**src/hw/rtl/ccksb_pkg.sv**
```systemverilog
// ----------------------------------------------------------------------------
// Sprite blitter package
// Types, register codes and constants shared by the blitter modules.
// ----------------------------------------------------------------------------
`default_nettype none

package ccksb_pkg;

  localparam int ADDR_W  = 17;
  localparam int COLOR_W = 16;
  localparam int COL_W   = 9;
  localparam int ROW_W   = 8;
  localparam int SX_W    = COL_W + 1;
  localparam int SY_W    = ROW_W + 1;
  localparam int PADDR_W = 5;
  localparam int PDATA_W = 32;

  localparam logic [1:0] MODE_OPAQUE = 2'd0;
  localparam logic [1:0] MODE_KEYED  = 2'd1;
  localparam logic [1:0] MODE_LINE   = 2'd2;

  typedef enum logic [2:0] {
    REG_DRAW_MODE   = 3'd0,
    REG_ORIGIN_X    = 3'd1,
    REG_ORIGIN_Y    = 3'd2,
    REG_SPRITE_COLS = 3'd3,
    REG_SPRITE_ROWS = 3'd4,
    REG_KEY_COLOR   = 3'd5,
    REG_RUN_LENGTH  = 3'd6,
    REG_RUN_COLOR   = 3'd7
  } reg_idx_t;

  typedef struct packed {
    logic [1:0]         draw_mode;
    logic [COL_W-1:0]   origin_x;
    logic [ROW_W-1:0]   origin_y;
    logic [COL_W-1:0]   sprite_cols;
    logic [ROW_W-1:0]   sprite_rows;
    logic [COLOR_W-1:0] key_color;
    logic [COL_W-1:0]   run_length;
    logic [COLOR_W-1:0] run_color;
  } cfg_t;

  // One drawing step after the position walk, before clipping.
  typedef struct packed {
    logic [SX_W-1:0]    sx;
    logic [SY_W-1:0]    sy;
    logic [COLOR_W-1:0] data;
    logic               keyed_out;
    logic               done;
  } step_t;

endpackage

`default_nettype wire

```
**src/hw/rtl/ccksb_stream_if.sv**
```systemverilog
// ----------------------------------------------------------------------------
// Sprite blitter channels
// Valid/ready interfaces for the source pixel and framebuffer write items.
// ----------------------------------------------------------------------------
`default_nettype none

interface ccksb_pixel_if;
  logic                         valid;
  logic                         ready;
  logic [ccksb_pkg::COLOR_W-1:0] src_pixel;

  modport source (output valid, output src_pixel, input ready);
  modport sink (input valid, input src_pixel, output ready);
endinterface

interface ccksb_write_if;
  logic                         valid;
  logic                         ready;
  logic                         write_enable;
  logic [ccksb_pkg::ADDR_W-1:0]  write_address;
  logic [ccksb_pkg::COLOR_W-1:0] write_data;
  logic                         draw_done;

  modport source (output valid, output write_enable, output write_address,
                  output write_data, output draw_done, input ready);
  modport sink (input valid, input write_enable, input write_address,
                input write_data, input draw_done, output ready);
endinterface

`default_nettype wire

```
**src/hw/rtl/ccksb_regs.sv**
```systemverilog
// ----------------------------------------------------------------------------
// Sprite blitter register file
// APB-style configuration registers with read-back and a write strobe.
// ----------------------------------------------------------------------------
`default_nettype none

module ccksb_regs (
  input  wire logic                          clk,
  input  wire logic                          rst,
  input  wire logic                          psel,
  input  wire logic                          penable,
  input  wire logic                          pwrite,
  input  wire logic [ccksb_pkg::PADDR_W-1:0] paddr,
  input  wire logic [ccksb_pkg::PDATA_W-1:0] pwdata,
  output logic      [ccksb_pkg::PDATA_W-1:0] prdata,
  output logic                               pready,
  output ccksb_pkg::cfg_t                    cfg,
  output logic                               cfg_wr
);

  ccksb_pkg::reg_idx_t idx;

  assign pready = 1'b1;
  assign idx    = ccksb_pkg::reg_idx_t'(paddr[ccksb_pkg::PADDR_W-1:2]);
  assign cfg_wr = psel & penable & pwrite & pready;

  always_ff @(posedge clk) begin
    if (rst) begin
      cfg.draw_mode   <= ccksb_pkg::MODE_OPAQUE;
      cfg.origin_x    <= '0;
      cfg.origin_y    <= '0;
      cfg.sprite_cols <= ccksb_pkg::COL_W'(1);
      cfg.sprite_rows <= ccksb_pkg::ROW_W'(1);
      cfg.key_color   <= '0;
      cfg.run_length  <= ccksb_pkg::COL_W'(1);
      cfg.run_color   <= '0;
    end else if (cfg_wr) begin
      case (idx)
        ccksb_pkg::REG_DRAW_MODE:   cfg.draw_mode   <= pwdata[1:0];
        ccksb_pkg::REG_ORIGIN_X:    cfg.origin_x    <= pwdata[ccksb_pkg::COL_W-1:0];
        ccksb_pkg::REG_ORIGIN_Y:    cfg.origin_y    <= pwdata[ccksb_pkg::ROW_W-1:0];
        ccksb_pkg::REG_SPRITE_COLS: cfg.sprite_cols <= pwdata[ccksb_pkg::COL_W-1:0];
        ccksb_pkg::REG_SPRITE_ROWS: cfg.sprite_rows <= pwdata[ccksb_pkg::ROW_W-1:0];
        ccksb_pkg::REG_KEY_COLOR:   cfg.key_color   <= pwdata[ccksb_pkg::COLOR_W-1:0];
        ccksb_pkg::REG_RUN_LENGTH:  cfg.run_length  <= pwdata[ccksb_pkg::COL_W-1:0];
        ccksb_pkg::REG_RUN_COLOR:   cfg.run_color   <= pwdata[ccksb_pkg::COLOR_W-1:0];
        default: ;
      endcase
    end
  end

  always_comb begin
    case (idx)
      ccksb_pkg::REG_DRAW_MODE:   prdata = ccksb_pkg::PDATA_W'(cfg.draw_mode);
      ccksb_pkg::REG_ORIGIN_X:    prdata = ccksb_pkg::PDATA_W'(cfg.origin_x);
      ccksb_pkg::REG_ORIGIN_Y:    prdata = ccksb_pkg::PDATA_W'(cfg.origin_y);
      ccksb_pkg::REG_SPRITE_COLS: prdata = ccksb_pkg::PDATA_W'(cfg.sprite_cols);
      ccksb_pkg::REG_SPRITE_ROWS: prdata = ccksb_pkg::PDATA_W'(cfg.sprite_rows);
      ccksb_pkg::REG_KEY_COLOR:   prdata = ccksb_pkg::PDATA_W'(cfg.key_color);
      ccksb_pkg::REG_RUN_LENGTH:  prdata = ccksb_pkg::PDATA_W'(cfg.run_length);
      ccksb_pkg::REG_RUN_COLOR:   prdata = ccksb_pkg::PDATA_W'(cfg.run_color);
      default:                    prdata = '0;
    endcase
  end

endmodule

`default_nettype wire

```
**src/hw/rtl/ccksb_walk.sv**
```systemverilog
// ----------------------------------------------------------------------------
// Sprite blitter position walk
// Column and row counters and the input register of the step pipeline.
// ----------------------------------------------------------------------------
`default_nettype none

module ccksb_walk (
  input  wire logic                          clk,
  input  wire logic                          rst,
  input  wire ccksb_pkg::cfg_t               cfg,
  input  wire logic                          cfg_wr,
  input  wire logic                          in_valid,
  output logic                               in_ready,
  input  wire logic [ccksb_pkg::COLOR_W-1:0] in_pixel,
  output logic                               step_valid,
  input  wire logic                          step_ready,
  output ccksb_pkg::step_t                   step
);

  logic [ccksb_pkg::COL_W-1:0] column_count, column_count_next;
  logic [ccksb_pkg::ROW_W-1:0] row_count, row_count_next;
  logic                        step_valid_next;
  logic                        accept;
  logic                        line_mode;
  logic [ccksb_pkg::COL_W-1:0] cols, len;
  logic [ccksb_pkg::ROW_W-1:0] rows;
  logic [ccksb_pkg::COL_W:0]   col_inc;
  logic [ccksb_pkg::ROW_W:0]   row_inc;
  logic                        last_col, last_row, line_done;
  ccksb_pkg::step_t            step_next;

  assign in_ready  = ~step_valid | step_ready;
  assign accept    = in_valid & in_ready;
  assign line_mode = (cfg.draw_mode == ccksb_pkg::MODE_LINE);

  // A size of zero behaves as one.
  assign cols = (cfg.sprite_cols == '0) ? ccksb_pkg::COL_W'(1) : cfg.sprite_cols;
  assign rows = (cfg.sprite_rows == '0) ? ccksb_pkg::ROW_W'(1) : cfg.sprite_rows;
  assign len  = (cfg.run_length == '0) ? ccksb_pkg::COL_W'(1) : cfg.run_length;

  assign col_inc   = {1'b0, column_count} + (ccksb_pkg::COL_W + 1)'(1);
  assign row_inc   = {1'b0, row_count} + (ccksb_pkg::ROW_W + 1)'(1);
  assign last_col  = (col_inc >= {1'b0, cols});
  assign last_row  = (row_inc >= {1'b0, rows});
  assign line_done = (col_inc >= {1'b0, len});

  always_comb begin
    step_next.sx   = {1'b0, cfg.origin_x} + {1'b0, column_count};
    step_next.sy   = line_mode ? {1'b0, cfg.origin_y}
                               : {1'b0, cfg.origin_y} + {1'b0, row_count};
    step_next.data = line_mode ? cfg.run_color : in_pixel;
    step_next.keyed_out = (cfg.draw_mode == ccksb_pkg::MODE_KEYED) &&
                          (in_pixel == cfg.key_color);
    step_next.done = line_mode ? line_done : (last_col & last_row);

    column_count_next = column_count;
    row_count_next    = row_count;
    if (cfg_wr) begin
      column_count_next = '0;
      row_count_next    = '0;
    end else if (accept) begin
      if (line_mode) begin
        column_count_next = line_done ? '0 : col_inc[ccksb_pkg::COL_W-1:0];
        row_count_next    = '0;
      end else if (last_col) begin
        column_count_next = '0;
        row_count_next    = last_row ? '0 : row_inc[ccksb_pkg::ROW_W-1:0];
      end else begin
        column_count_next = col_inc[ccksb_pkg::COL_W-1:0];
      end
    end

    if (accept) begin
      step_valid_next = 1'b1;
    end else if (step_ready) begin
      step_valid_next = 1'b0;
    end else begin
      step_valid_next = step_valid;
    end
  end

  always_ff @(posedge clk) begin
    if (rst) begin
      column_count <= '0;
      row_count    <= '0;
      step_valid   <= 1'b0;
    end else begin
      column_count <= column_count_next;
      row_count    <= row_count_next;
      step_valid   <= step_valid_next;
    end
  end

  always_ff @(posedge clk) begin
    if (accept) begin
      step <= step_next;
    end
  end

endmodule

`default_nettype wire

```
**src/hw/rtl/ccksb_emit.sv**
```systemverilog
// ----------------------------------------------------------------------------
// Sprite blitter write stage
// Clips a step, forms the linear address and holds the result register.
// ----------------------------------------------------------------------------
`default_nettype none

module ccksb_emit #(
  parameter int SCREEN_WIDTH  = 320,
  parameter int SCREEN_HEIGHT = 240
) (
  input  wire logic                           clk,
  input  wire logic                           rst,
  input  wire logic                           step_valid,
  output logic                                step_ready,
  input  wire ccksb_pkg::step_t               step,
  output logic                                out_valid,
  input  wire logic                           out_ready,
  output logic                                write_enable,
  output logic      [ccksb_pkg::ADDR_W-1:0]   write_address,
  output logic      [ccksb_pkg::COLOR_W-1:0]  write_data,
  output logic                                draw_done
);

  logic        load;
  logic        out_valid_next;
  logic        on_screen;
  logic        we;
  logic [31:0] addr_full;

  assign step_ready = ~out_valid | out_ready;
  assign load       = step_valid & step_ready;

  assign on_screen = (32'(step.sx) < 32'(SCREEN_WIDTH)) &&
                     (32'(step.sy) < 32'(SCREEN_HEIGHT));
  assign we        = on_screen & ~step.keyed_out;
  assign addr_full = 32'(step.sy) * 32'(SCREEN_WIDTH) + 32'(step.sx);

  always_comb begin
    if (load) begin
      out_valid_next = 1'b1;
    end else if (out_ready) begin
      out_valid_next = 1'b0;
    end else begin
      out_valid_next = out_valid;
    end
  end

  always_ff @(posedge clk) begin
    if (rst) begin
      out_valid <= 1'b0;
    end else begin
      out_valid <= out_valid_next;
    end
  end

  // Suppressed writes carry a zero address and zero data.
  always_ff @(posedge clk) begin
    if (load) begin
      write_enable  <= we;
      write_address <= we ? addr_full[ccksb_pkg::ADDR_W-1:0] : '0;
      write_data    <= we ? step.data : '0;
      draw_done     <= step.done;
    end
  end

endmodule

`default_nettype wire

```
**src/hw/rtl/clipped_color_key_sprite_blitter_unit.sv**
```systemverilog
// ----------------------------------------------------------------------------
// Clipped color-key sprite blitter
// Turns a stream of sprite pixels or line steps into framebuffer writes.
// ----------------------------------------------------------------------------
//
//   Channel   Kind        Direction  Carries
//   --------  ----------  ---------  ------------------------------------------
//   pixel     valid/rdy   in         src_pixel, one source pixel per item
//   fb_write  valid/rdy   out        write_enable, write_address, write_data,
//                                    draw_done, one result per item
//   APB       psel/pen    in/out     eight configuration registers at 4*i
//
// The block takes one item per cycle while fb_write does not stall, and passes
// each item through the position walk register, then the result register.
// The rate is set by the column/row counter update, which is one increment
// and compare per cycle. A stalled fb_write holds the result register; the
// walk register still takes an item until it is also full. Synchronous
// reset clears the counters, the valid flags and the configuration registers
// to their documented reset values. Any configuration write returns the
// counters to the origin, so the next draw starts at the top-left pixel.
//
`default_nettype none

module clipped_color_key_sprite_blitter_unit #(
  parameter int SCREEN_WIDTH  = 320,
  parameter int SCREEN_HEIGHT = 240
) (
  input  wire logic                          clk,
  input  wire logic                          rst,
  ccksb_pixel_if.sink                        pixel,
  ccksb_write_if.source                      fb_write,
  input  wire logic                          psel,
  input  wire logic                          penable,
  input  wire logic                          pwrite,
  input  wire logic [ccksb_pkg::PADDR_W-1:0] paddr,
  input  wire logic [ccksb_pkg::PDATA_W-1:0] pwdata,
  output logic      [ccksb_pkg::PDATA_W-1:0] prdata,
  output logic                               pready
);

  // Live configuration and the strobe that rewinds the counters.
  ccksb_pkg::cfg_t  cfg;
  logic             cfg_wr;

  // Step between the position walk and the write stage.
  ccksb_pkg::step_t step;
  logic             step_valid;
  logic             step_ready;

  ccksb_regs u_regs (
    .clk     (clk),
    .rst     (rst),
    .psel    (psel),
    .penable (penable),
    .pwrite  (pwrite),
    .paddr   (paddr),
    .pwdata  (pwdata),
    .prdata  (prdata),
    .pready  (pready),
    .cfg     (cfg),
    .cfg_wr  (cfg_wr)
  );

  // The walk assigns each accepted item its screen position, the keyed-out
  // flag and the end-of-draw flag, and advances the column and row counters.
  ccksb_walk u_walk (
    .clk        (clk),
    .rst        (rst),
    .cfg        (cfg),
    .cfg_wr     (cfg_wr),
    .in_valid   (pixel.valid),
    .in_ready   (pixel.ready),
    .in_pixel   (pixel.src_pixel),
    .step_valid (step_valid),
    .step_ready (step_ready),
    .step       (step)
  );

  // The write stage clips against the screen edges and computes the linear
  // address with a single constant multiply and add.
  ccksb_emit #(
    .SCREEN_WIDTH  (SCREEN_WIDTH),
    .SCREEN_HEIGHT (SCREEN_HEIGHT)
  ) u_emit (
    .clk           (clk),
    .rst           (rst),
    .step_valid    (step_valid),
    .step_ready    (step_ready),
    .step          (step),
    .out_valid     (fb_write.valid),
    .out_ready     (fb_write.ready),
    .write_enable  (fb_write.write_enable),
    .write_address (fb_write.write_address),
    .write_data    (fb_write.write_data),
    .draw_done     (fb_write.draw_done)
  );

endmodule

`default_nettype wire

```
**src/flat_wrapper.sv**
```systemverilog
// flat-port wrapper written by rule: the top's interface ports become plain ports
module clipped_color_key_sprite_blitter_unit_flat 
#(
  parameter int SCREEN_WIDTH  = 320,
  parameter int SCREEN_HEIGHT = 240
)
  (clk, rst, psel, penable, pwrite, paddr, pwdata, prdata, pready, pixel_valid, pixel_src_pixel, pixel_ready, fb_write_valid, fb_write_write_enable, fb_write_write_address, fb_write_write_data, fb_write_draw_done, fb_write_ready);
  ccksb_pixel_if pixel_i ();
  ccksb_write_if fb_write_i ();
  input  wire logic clk;
  input  wire logic rst;
  input  wire logic psel;
  input  wire logic penable;
  input  wire logic pwrite;
  input  wire logic [ccksb_pkg::PADDR_W-1:0] paddr;
  input  wire logic [ccksb_pkg::PDATA_W-1:0] pwdata;
  output logic      [ccksb_pkg::PDATA_W-1:0] prdata;
  output logic pready;
  input wire logic [$bits(pixel_i.valid)-1:0] pixel_valid;
  input wire logic [$bits(pixel_i.src_pixel)-1:0] pixel_src_pixel;
  output wire logic [$bits(pixel_i.ready)-1:0] pixel_ready;
  output wire logic [$bits(fb_write_i.valid)-1:0] fb_write_valid;
  output wire logic [$bits(fb_write_i.write_enable)-1:0] fb_write_write_enable;
  output wire logic [$bits(fb_write_i.write_address)-1:0] fb_write_write_address;
  output wire logic [$bits(fb_write_i.write_data)-1:0] fb_write_write_data;
  output wire logic [$bits(fb_write_i.draw_done)-1:0] fb_write_draw_done;
  input wire logic [$bits(fb_write_i.ready)-1:0] fb_write_ready;
  assign pixel_i.valid = pixel_valid;
  assign pixel_i.src_pixel = pixel_src_pixel;
  assign pixel_ready = pixel_i.ready;
  assign fb_write_valid = fb_write_i.valid;
  assign fb_write_write_enable = fb_write_i.write_enable;
  assign fb_write_write_address = fb_write_i.write_address;
  assign fb_write_write_data = fb_write_i.write_data;
  assign fb_write_draw_done = fb_write_i.draw_done;
  assign fb_write_i.ready = fb_write_ready;
  clipped_color_key_sprite_blitter_unit #(.SCREEN_WIDTH(SCREEN_WIDTH), .SCREEN_HEIGHT(SCREEN_HEIGHT)) u_core (.clk(clk), .rst(rst), .pixel(pixel_i), .fb_write(fb_write_i), .psel(psel), .penable(penable), .pwrite(pwrite), .paddr(paddr), .pwdata(pwdata), .prdata(prdata), .pready(pready));
endmodule
```
**config.mk**
```make
export PLATFORM = sky130hd
export DESIGN_NAME = clipped_color_key_sprite_blitter_unit_flat
export DESIGN_NICKNAME = d
export VERILOG_FILES = /design/src/hw/rtl/ccksb_pkg.sv /design/src/hw/rtl/ccksb_stream_if.sv /design/src/hw/rtl/ccksb_regs.sv /design/src/hw/rtl/ccksb_walk.sv /design/src/hw/rtl/ccksb_emit.sv /design/src/hw/rtl/clipped_color_key_sprite_blitter_unit.sv /design/src/flat_wrapper.sv
export SDC_FILE = /design/constraint.sdc
export NUM_CORES = 1
export LEC_CHECK = 0
export BUFFER_PORTS_ARGS = -buffer_cell sky130_fd_sc_hd__buf_2
export CORE_AREA = 2 2 197 199
export DETAILED_ROUTE_END_ITERATION = 16
export DIE_AREA = 0 0 199 201
export PLACE_DENSITY = 0.44
export SYNTH_ARGS = -nofsm -noshare
export SYNTH_HDL_FRONTEND = slang
export SYNTH_SLANG_ARGS = --single-unit
```
**constraint.sdc**
```tcl
create_clock -name clk -period 3 [get_ports clk]
set_input_delay 0.3 -clock clk [delete_from_list [all_inputs] [get_ports clk]]
set_output_delay 0.3 -clock clk [all_outputs]
set_load 0.01 [all_outputs]
```
==> results.cfg <==
[placement]
placed_cells = 1577
placed_area_um2 = 10500
dp_slack_ns = 0.161
hpwl_um = 20900
place.gp.congestion = 0.805
place.port_buffers = 94

[finish]
antenna_cells = 0
postLayoutCellArea_um2 = 11100
fin_util = 0.292
nNetsFinal = 1205
final_layout_size_suffix_gt1_frac = 0.182
stdcell_count = 1609
fill_cells = 4050
area.growth.synth_to_final_pct = 19.0

[logic_synthesis]
synth_top_family_by_area = simple AND/OR/NAND/NOR gates
synth-simple-area-share = 0.176
yosysSeqAreaShare = 0.436
synth_area_leader_cell = edfxtp_1
synthCells = 972
synthesis.area_um2 = 9360
syn_avg_cell_area_um2 = 9.63
ys_ff_latch = 168
synthMuxAreaShare = 0.0857
synth_edf_count = 72
ys.flop_type = dfxtp_1
yosys.area_share.adder = 0.0928
ys_async_sr_fraction = 0
yosysWarnings = 0
netlist.area_leader.share = 0.231
yosys-top-cells-area = edfxtp_1 23%, dfxtp_1 21%, ha_1 8.4%
synth_xor_area_frac = 0.0468
synth_compound_gate_area_share = 0.109
synth_cell_types = 69

[clock_network]
cts_tree = done
clk_pin_slew_ns = 0.07
cts_hold_buffers = 0
cts.sinks = 168
cts_root_buffer = clkbuf_16
clk_latency_ns = 0.44
cts_buffers = 17
clock_path_buffers = 2
cts_max_level = 4

[setup_path]
crit_chain = ha_1 > and3_1 > and3_1 > xnor2_1 > ha_1 > a21oi_1 > nor2b_1 > a2111oi_4 > o211ai_2 > nor2_4 > nand2b_4 > o31ai_2
reg2regPathDepth = 12
r2r_start = u_core.u_walk.row_count[0]
max_stage_delay_ns = 0.35
crit_start = u_core.u_walk.row_count[0]
critPathLaunchType = register
reg2reg_to = u_core.u_walk.row_count[2]
critPathArrivalTime_ns = 3.15
cp.required_ns = 3.35
cp_top_family = compound AO/OA/AOI/OAI gates
worst-setup-path-type = register to register
regToRegSetupSlack_ns = 0.20
cp.depth = 12
crit_end = u_core.u_walk.row_count[2]
worst-path-buf-inv = 0
critPathSlowestCell = dfxtp_1
crit_path_max_fanout = 7
worstSetupEndpointType = register

[flow_run]
drv_cap = 0

[timing]
setup_slack_ns = 0.196
setup_viol = 0
rsz0062_at_grt = no
slew_violations = 0
relSlewSlack = 0.402
fin_crit_ns = 2.80
finalCritPeriodShare = 0.935
fin_setup_tns_ns = 0
worstMarginPinSlew_ns = 0.897
finClkSkew_ns = 0.0165
max_clock_freq_ghz = 0.357
hold_viol_final = 0

[die]
start_util = 0.246
die_height_um = 201
core-area_um2 = 38100
die_w_um = 199
placementRows = 72
die-area_um2 = 40000
ios = 130

[global_route]
grt_pass1_wl_um = 41400
grt.overflow.total = 0
grt_usage = 0.139
grt_max_degree = 80
antenna_found_initial = 2
first_global_vias = 6877

[route]
route.vias.total = 7170
wl_per_cell_um = 17.0
vias_per_cell = 4.46
finalWirelength_um = 27400
ant_nets = 0
remaining_drc_errors = 0
first_pass_iters = 4
drt_iter0_drc = 363

[power]
peakVddDrop_uv = 346
powerDensity_nw_per_um2 = 478
p_leak_uw = 0.00440

[run_status]
status = completed

[hold_path]
min_path_type = input port to register
## cells in the mapped netlist, types with 4 or more instances
cell      number
nand2_1      149
dfxtp_1       96
nor2_1        89
edfxtp_1      72
ha_1          63
a21oi_1       62
inv_1         53
mux2i_1       52
xnor2_1       30
clkbuf_1      27
o21ai_0       27
and2_1        24
xor2_1        20
nor2b_1       19
buf_4         18
nand3_1       18
mux4_2         9
nor3_1         9
and3_1         8
mux2_2         7
nand2b_1       7
nor4_1         6
o211ai_1       6
a221oi_1       5
a32o_1         5
buf_2          5
nand4_1        5
nor2_2         5
fa_1           4
o21a_1         4
o31ai_1        4
or3_1          4
## cells by family after synthesis
kind of cell             after synthesis
flip-flops                           168
buffers and inverters                107
adder cells (fa/ha/maj)               67
other                                  2
AO/OA/AOI/OAI                        153
AND/OR/NAND/NOR                      357
multiplexers                          68
XOR/XNOR                              50
## worst min path at each step
| stage | start | depth (start not counted) | endpoint |
|---|---|---|---|
| after global placement | u_core.u_regs.cfg[1] | 2 | u_core.u_regs.cfg[1] |
| after CTS | pixel_valid | 3 | u_core.u_walk.step_valid |
| after detailed placement | u_core.u_regs.cfg[2] | 2 | u_core.u_regs.cfg[2] |
| final | pixel_valid | 3 | u_core.u_walk.step_valid |
| after global routing | pwdata[15] | 3 | u_core.u_regs.cfg[15] |
| after floorplan | u_core.u_walk.step[0] | 0 | u_core.u_emit.draw_done |
## metal layers
| layer | wire [um] | GRT usage | up-vias |
|---|---|---|---|
| li1 | - | - | 3563 |
| met1 | 13400 | 0.195 | 3458 |
| met5 | 7 | 0 | - |
| met4 | 337 | 0.0376 | 2 |
| met3 | 784 | 0.0200 | 25 |
| met2 | 12800 | 0.222 | 122 |
## per-stage QoR
stage,total power [uW],hold WS [ns]
after floorplan,2820,0.400
after global placement,2990,0.463
after detailed placement,2990,0.470
after CTS,5400,0.0822
after global routing,5530,0.103
final,5330,0.0988
## timing repair
action,in CTS,in global routing
setup buffers,0,0
resized for setup,0,2
setup endpoints to repair,0,10
## cell usage in the layout, fill, tap and decap left out, types with 8 or more instances in the layout
cell | synthesis | routed
mux2i_1 | 52 | 52
dfxtp_1 | 96 | 96
mux4_2 | 9 | 9
buf_2 | 5 | 94
nor2_1 | 89 | 89
and3_1 | 8 | 8
edfxtp_1 | 72 | 72
xnor2_1 | 30 | 30
clkbuf_16 | 0 | 19
o21ai_0 | 27 | 27
buf_4 | 18 | 31
nand2_1 | 149 | 149
ha_1 | 63 | 63
a21oi_1 | 62 | 62
and2_1 | 24 | 24
xor2_1 | 20 | 20
nor3_1 | 9 | 9
nand3_1 | 18 | 18
inv_1 | 53 | 54
nor2b_1 | 19 | 17
conb_1 | 2 | 17
## cell type report
cell class,count,area [um^2],share of cell area
multi-input cells,712,4860,0.437
flip-flops and latches,168,4080,0.367
repair buffers,125,703,0.0631
well taps,518,648,0.0582
clock buffers,20,489,0.0439
inverters,54,203,0.0182
clock inverters,12,148,0.0133
## worst min-delay path: cells and delay by family
kind	cells	cell delay, ns
buf+inv	1	0.10
simple gates	1	0.07
compound gates	1	0.04
## flip-flops by register name (all words and copies together) (netlist names)
| name | count |
|---|---|
| u_core.u_emit.draw_done | 1 |
| u_core.u_emit.out_valid | 1 |
| u_core.u_emit.write_address | 17 |
| u_core.u_emit.write_data | 16 |
| u_core.u_emit.write_enable | 1 |
| u_core.u_regs.cfg | 77 |
| u_core.u_walk.column_count | 9 |
| u_core.u_walk.row_count | 8 |
| u_core.u_walk.step | 37 |
| u_core.u_walk.step_valid | 1 |
## report_power, final
part,internal (uW),switching [uW]
registers,2450,27.2
clock network,1380,1020
logic,167,292
No activity file was read; power rests on OpenSTA's default activity.
